## config.mk

```make
export PLATFORM = sky130hd
export DESIGN_NAME = ifm_alpha_div
export DESIGN_NICKNAME = d
export VERILOG_FILES = /design/src/hdl/ifm_pkg.sv /design/src/hdl/ifm_alpha_div.sv
export SDC_FILE = /design/constraint.sdc
export NUM_CORES = 2
export LEC_CHECK = 0
export BUFFER_PORTS_ARGS = -buffer_cell sky130_fd_sc_hd__buf_2
export CELL_PAD_IN_SITES_DETAIL_PLACEMENT = 0
export CELL_PAD_IN_SITES_GLOBAL_PLACEMENT = 2
export CORE_UTILIZATION = 52
export CTS_BUF_LIST = sky130_fd_sc_hd__clkbuf_4
export DETAILED_ROUTE_END_ITERATION = 10
export GPL_TIMING_DRIVEN = 1
export PLACE_DENSITY = 0.95
export SYNTH_ARGS = -nofsm -noshare
export SYNTH_HDL_FRONTEND = slang
export SYNTH_SLANG_ARGS = --single-unit
```

## constraint.sdc

```tcl
create_clock -name clk -period 8 [get_ports clk]
set_clock_uncertainty 0.2 [all_clocks]
set_input_delay 1.2 -clock clk [delete_from_list [all_inputs] [get_ports clk]]
set_output_delay 1.2 -clock clk [all_outputs]
set_load 0.02 [all_outputs]
```

## src/hdl/ifm_pkg.sv

```systemverilog
// ----------------------------------------------------------------------------
// Interconnector flow margins package
// Shared widths, register indexes and the pipeline sideband type.
// ----------------------------------------------------------------------------
package ifm_pkg;

    localparam int MARGIN_W       = 32;
    localparam int DEMAND_W       = 31;
    localparam int CAP_W          = 31;
    localparam int SUM_W          = DEMAND_W + 1;
    localparam int ALPHA_BITS_DEF = 16;

    // Configuration register indexes.
    localparam logic REG_POLICY_MODE   = 1'b0;
    localparam logic REG_LINK_CAPACITY = 1'b1;

    // Sideband that travels beside the alpha divider.
    typedef struct packed {
        logic signed [MARGIN_W-1:0] margin_a;
        logic signed [MARGIN_W-1:0] margin_b;
        logic signed [MARGIN_W-1:0] veto_flow;
        logic                       use_share;
        logic                       sum_zero;
    } ifm_tag_t;

endpackage

```

## src/hdl/ifm_alpha_div.sv

```systemverilog
// ----------------------------------------------------------------------------
// Alpha divider
// Pipelined restoring divider, one quotient bit per stage, that forms
// floor(dividend * 2^ALPHA_BITS / divisor) for dividend <= divisor.
// ----------------------------------------------------------------------------
module ifm_alpha_div #(
    parameter int ALPHA_BITS = ifm_pkg::ALPHA_BITS_DEF
) (
    input  logic                           clk,
    input  logic [ALPHA_BITS:0]            en,
    input  logic [ifm_pkg::DEMAND_W-1:0]   dividend,
    input  logic [ifm_pkg::SUM_W-1:0]      divisor,
    input  ifm_pkg::ifm_tag_t              tag_in,
    output logic [ALPHA_BITS:0]            alpha,
    output ifm_pkg::ifm_tag_t              tag_out
);

    localparam int NSTG  = ALPHA_BITS + 1;
    localparam int REM_W = ifm_pkg::SUM_W + 1;

    logic [REM_W-1:0]           rem_reg   [NSTG];
    logic [REM_W-1:0]           rem_next  [NSTG];
    logic [ifm_pkg::SUM_W-1:0]  dvs_reg   [NSTG];
    logic [ifm_pkg::SUM_W-1:0]  dvs_next  [NSTG];
    logic [NSTG-1:0]            q_reg     [NSTG];
    logic [NSTG-1:0]            q_next    [NSTG];
    ifm_pkg::ifm_tag_t          tag_reg   [NSTG];
    ifm_pkg::ifm_tag_t          tag_next  [NSTG];

    // The partial remainder stays below the divisor, so shifting it left
    // by one always fits in REM_W bits.
    always_comb
    begin
        logic [REM_W-1:0]          rem_in;
        logic [REM_W-1:0]          rem_sub;
        logic [ifm_pkg::SUM_W-1:0] dvs_in;
        logic [NSTG-1:0]           q_in;
        logic                      ge;
        for (int k = 0; k < NSTG; k++)
        begin
            if (k == 0)
            begin
                rem_in      = REM_W'(dividend);
                dvs_in      = divisor;
                q_in        = '0;
                tag_next[k] = tag_in;
            end
            else
            begin
                rem_in      = {rem_reg[k-1][REM_W-2:0], 1'b0};
                dvs_in      = dvs_reg[k-1];
                q_in        = q_reg[k-1];
                tag_next[k] = tag_reg[k-1];
            end
            rem_sub     = rem_in - {1'b0, dvs_in};
            ge          = rem_in >= {1'b0, dvs_in};
            rem_next[k] = ge ? rem_sub : rem_in;
            dvs_next[k] = dvs_in;
            q_next[k]   = {q_in[NSTG-2:0], ge};
        end
    end

    always_ff @(posedge clk)
    begin
        for (int k = 0; k < NSTG; k++)
        begin
            if (en[k])
            begin
                rem_reg[k] <= rem_next[k];
                dvs_reg[k] <= dvs_next[k];
                q_reg[k]   <= q_next[k];
                tag_reg[k] <= tag_next[k];
            end
        end
    end

    assign alpha   = q_reg[NSTG-1];
    assign tag_out = tag_reg[NSTG-1];

endmodule
```

==> impl_metrics.tcl <==
set metrics [dict create \
    die_h_um 482.3 \
    insertion_delay_ns 1.49 \
    async_flop_share 0 \
    synth_seq_area_share 0.7118 \
    cts-root-buf "clkbuf_4" \
    cts_tree "built" \
    vias_per_cell 5.465 \
    rsz0062_at_grt "false" \
    via_count 68398 \
    synthCells 7985 \
    finalCriticalPeriod_ns 4.705 \
    io_buffers 293 \
    power.leakage_nw 52.54 \
    start_util 0.5252 \
    hpwl_um 173200 \
    ys_ff_latch 2843 \
    synth_edf_count 2843 \
    track_usage 0.2255 \
    post_cts_resized 0 \
    crit_type "flip-flop to flip-flop" \
    instances_no_fill 12516 \
    m1WireLength_um 105600 \
    largest_register_ffs 1666 \
    pwr-share-seq 0.440 \
    p_per_area_nw_per_um2 348.5 \
    drc 0 \
    fp-row-count 175 \
    synth_fp_nets 8722 \
    relSlewSlack 0.2332 \
    nNetsFinal 9752 \
    synth_cell_type_count 101 \
    wl_per_cell_um 21.03 \
    p_int_mw 31.63 \
    hold_violations 0 \
    status "finished, final reports clean" \
    dpl.cell_count 11154 \
    fin_crit_sh 0.5881 \
    setup_viol 0 \
    end_kind "flip-flop" \
    crit_arrival_ns 5.58 \
    synth_area_leaders "edfxtp_1 (71%), ha_1 (5.7%), a21oi_1 (2.3%)" \
    synth_top_area_frac 0.7118 \
    cts.htree.levels 6 \
    final_antenna_net_count 0 \
    cp-start-kind "flip-flop" \
    drv_cap 0 \
    comb_power_share 0.314 \
    overflow 0 \
    max_clock_freq_mhz 212.5 \
    wl_met3_um 13640 \
    fin_tns_setup_ns 0 \
    clkPwrFrac 0.246 \
    ios 294 \
    worstPathRequired_ns 8.88 \
    dr.pass1.iters 5 \
    antenna_found_initial 12 \
    die-width_um 482.3 \
    sw_frac_of_total 0.3285 \
    met2WireLength_um 133300 \
    clk_path_buf_depth 4 \
    yosysWarnings 0 \
    worst_slew_pin_slew_ns 1.150 \
    numCtsBuffers 694 \
    worstHoldPathType "flip-flop to flip-flop" \
    drive_gt1_frac 0.1546 \
    die_area_um2 232600 \
    place_congestion 0.9092 \
    routed_wl_um 263200 \
    synth.avg_cell_area_um2 15.02 \
    drt-initial-drc-count 5359 \
    yosysTopAreaCell "edfxtp_1" \
    grt_max_degree 144 \
    slew_viol_final 0 \
    regToRegSetupSlack_ns 3.29 \
    core_um2 228400 \
    maxUsedRoutingLayer "met5" \
    synth_most_common_cell "edfxtp_1" \
    cts_sinks 2843 \
    synth_common_cells "edfxtp_1 (2843), inv_1 (664), a21oi_1 (546)" \
    synth-main-ff-cell "edfxtp_1" \
    grt_pass1_wl_um 398200 \
    peakVddDrop_mv 0.2058 \
    grt_pass1_vias 69833 \
    synth_area_um2 119900 \
    critPathMaxFanout 45 \
    switchingPower_mw 15.48 \
    clk_pin_slew_ns 0.07 \
    syn2layout_area_growth_pct 12.70 \
]
## cells by family after synthesis
group / synth area share
DFF: 0.7118
AOI/OAI and AO/OA: 0.08919
and+or+nand+nor: 0.05338
buffers and inverters: 0.02744
adders and majority gates: 0.05921
xor gates and xnor gates: 0.03198
muxes: 0.02705
## final cells by class
cell class / instances / area [µm²]
antenna: 10 / 25.02
clock buffer: 962 / 7222
clock inverter: 216 / 1139
fill: 17125 / 93200
inverter: 673 / 2529
multi-input combinational: 4297 / 31380
sequential: 2843 / 85370
tap: 3009 / 3765
timing repair buffer: 506 / 3751
## power by group through the flow
stage / sequential, mW / clock (mW) / combinational (mW)
finish: 20.7 / 11.6 / 14.8
global route: 20.9 / 12.7 / 16.4
CTS: 20.7 / 11.8 / 14.7
detailed placement: 21.0 / 0 / 14.5
global placement: 20.9 / 0 / 14.4
floorplan: 20.3 / 0 / 11.3
## worst max-delay path, stage by stage, from the launching register on
cell      delay, ns
edfxtp_1       0.38
inv_1          0.06
ha_1           0.37
and3_1         0.22
a31oi_1        0.12
o311ai_1       0.56
o31ai_1        0.23
o31ai_1        0.67
o21ai_1        0.31
o21bai_4       0.36
buf_4          0.50
mux2_1         0.38
## final timing paths
kind                                                start                   endpoint  cells past startpoint
worst max register to register    dvs_reg[0][4]$_DFFE_PP_   rem_reg[0][37]$_DFFE_PP_                     11
worst min-delay path            tag_reg[0][111]$_DFFE_PP_  tag_reg[0][209]$_DFFE_PP_                      0
worst min register to register  tag_reg[0][111]$_DFFE_PP_  tag_reg[0][209]$_DFFE_PP_                      0
worst max-delay path              dvs_reg[0][4]$_DFFE_PP_   rem_reg[0][37]$_DFFE_PP_                     11
## what timing repair did
action | CTS | global route
hold buffers | 174 | 0
hold endpoints to repair | 555 | 0
setup buffers | 0 | 0
## metal layers
| metal | vias up | track usage |
|---|---|---|
| met3 | 527 | 0.04041 |
| met1 | 33109 | 0.2700 |
| li1 | 32547 | - |
| met5 | - | 0 |
| met4 | 2 | 0.1033 |
| met2 | 2213 | 0.3957 |
## per-stage QoR
stage | power [mW] | setup WS, ns | utilization | cell area [µm²] | hold WS, ns
after floorplan | 31.60 | 3.933 | - | 119900 | 0.2003
after global placement | 35.28 | 3.148 | 0.5476 | 125100 | 0.2000
after detailed placement | 35.54 | 3.110 | 0.5476 | 125100 | 0.2045
after CTS | 47.22 | 3.404 | 0.5918 | 135200 | 0.02586
after global routing | 49.91 | 3.172 | 0.5919 | 135200 | 0.07078
final | 47.11 | 3.295 | 0.5919 | 135200 | 0.1064
## layout by cell type (no fill, tap or decap), types with 198 or more instances in the layout
| cell | netlist | routed |
|---|---|---|
| a21o_1 | 285 | 285 |
| a21oi_1 | 546 | 544 |
| buf_2 | 28 | 276 |
| clkbuf_4 | 0 | 962 |
| edfxtp_1 | 2843 | 2843 |
| ha_1 | 542 | 542 |
| inv_1 | 664 | 664 |
| mux2_1 | 219 | 219 |
| nand2_1 | 361 | 361 |
| nor2_1 | 385 | 385 |
| o21ai_0 | 198 | 198 |
| xnor2_1 | 273 | 273 |
Note: power is estimated with default switching activity, not from simulation.
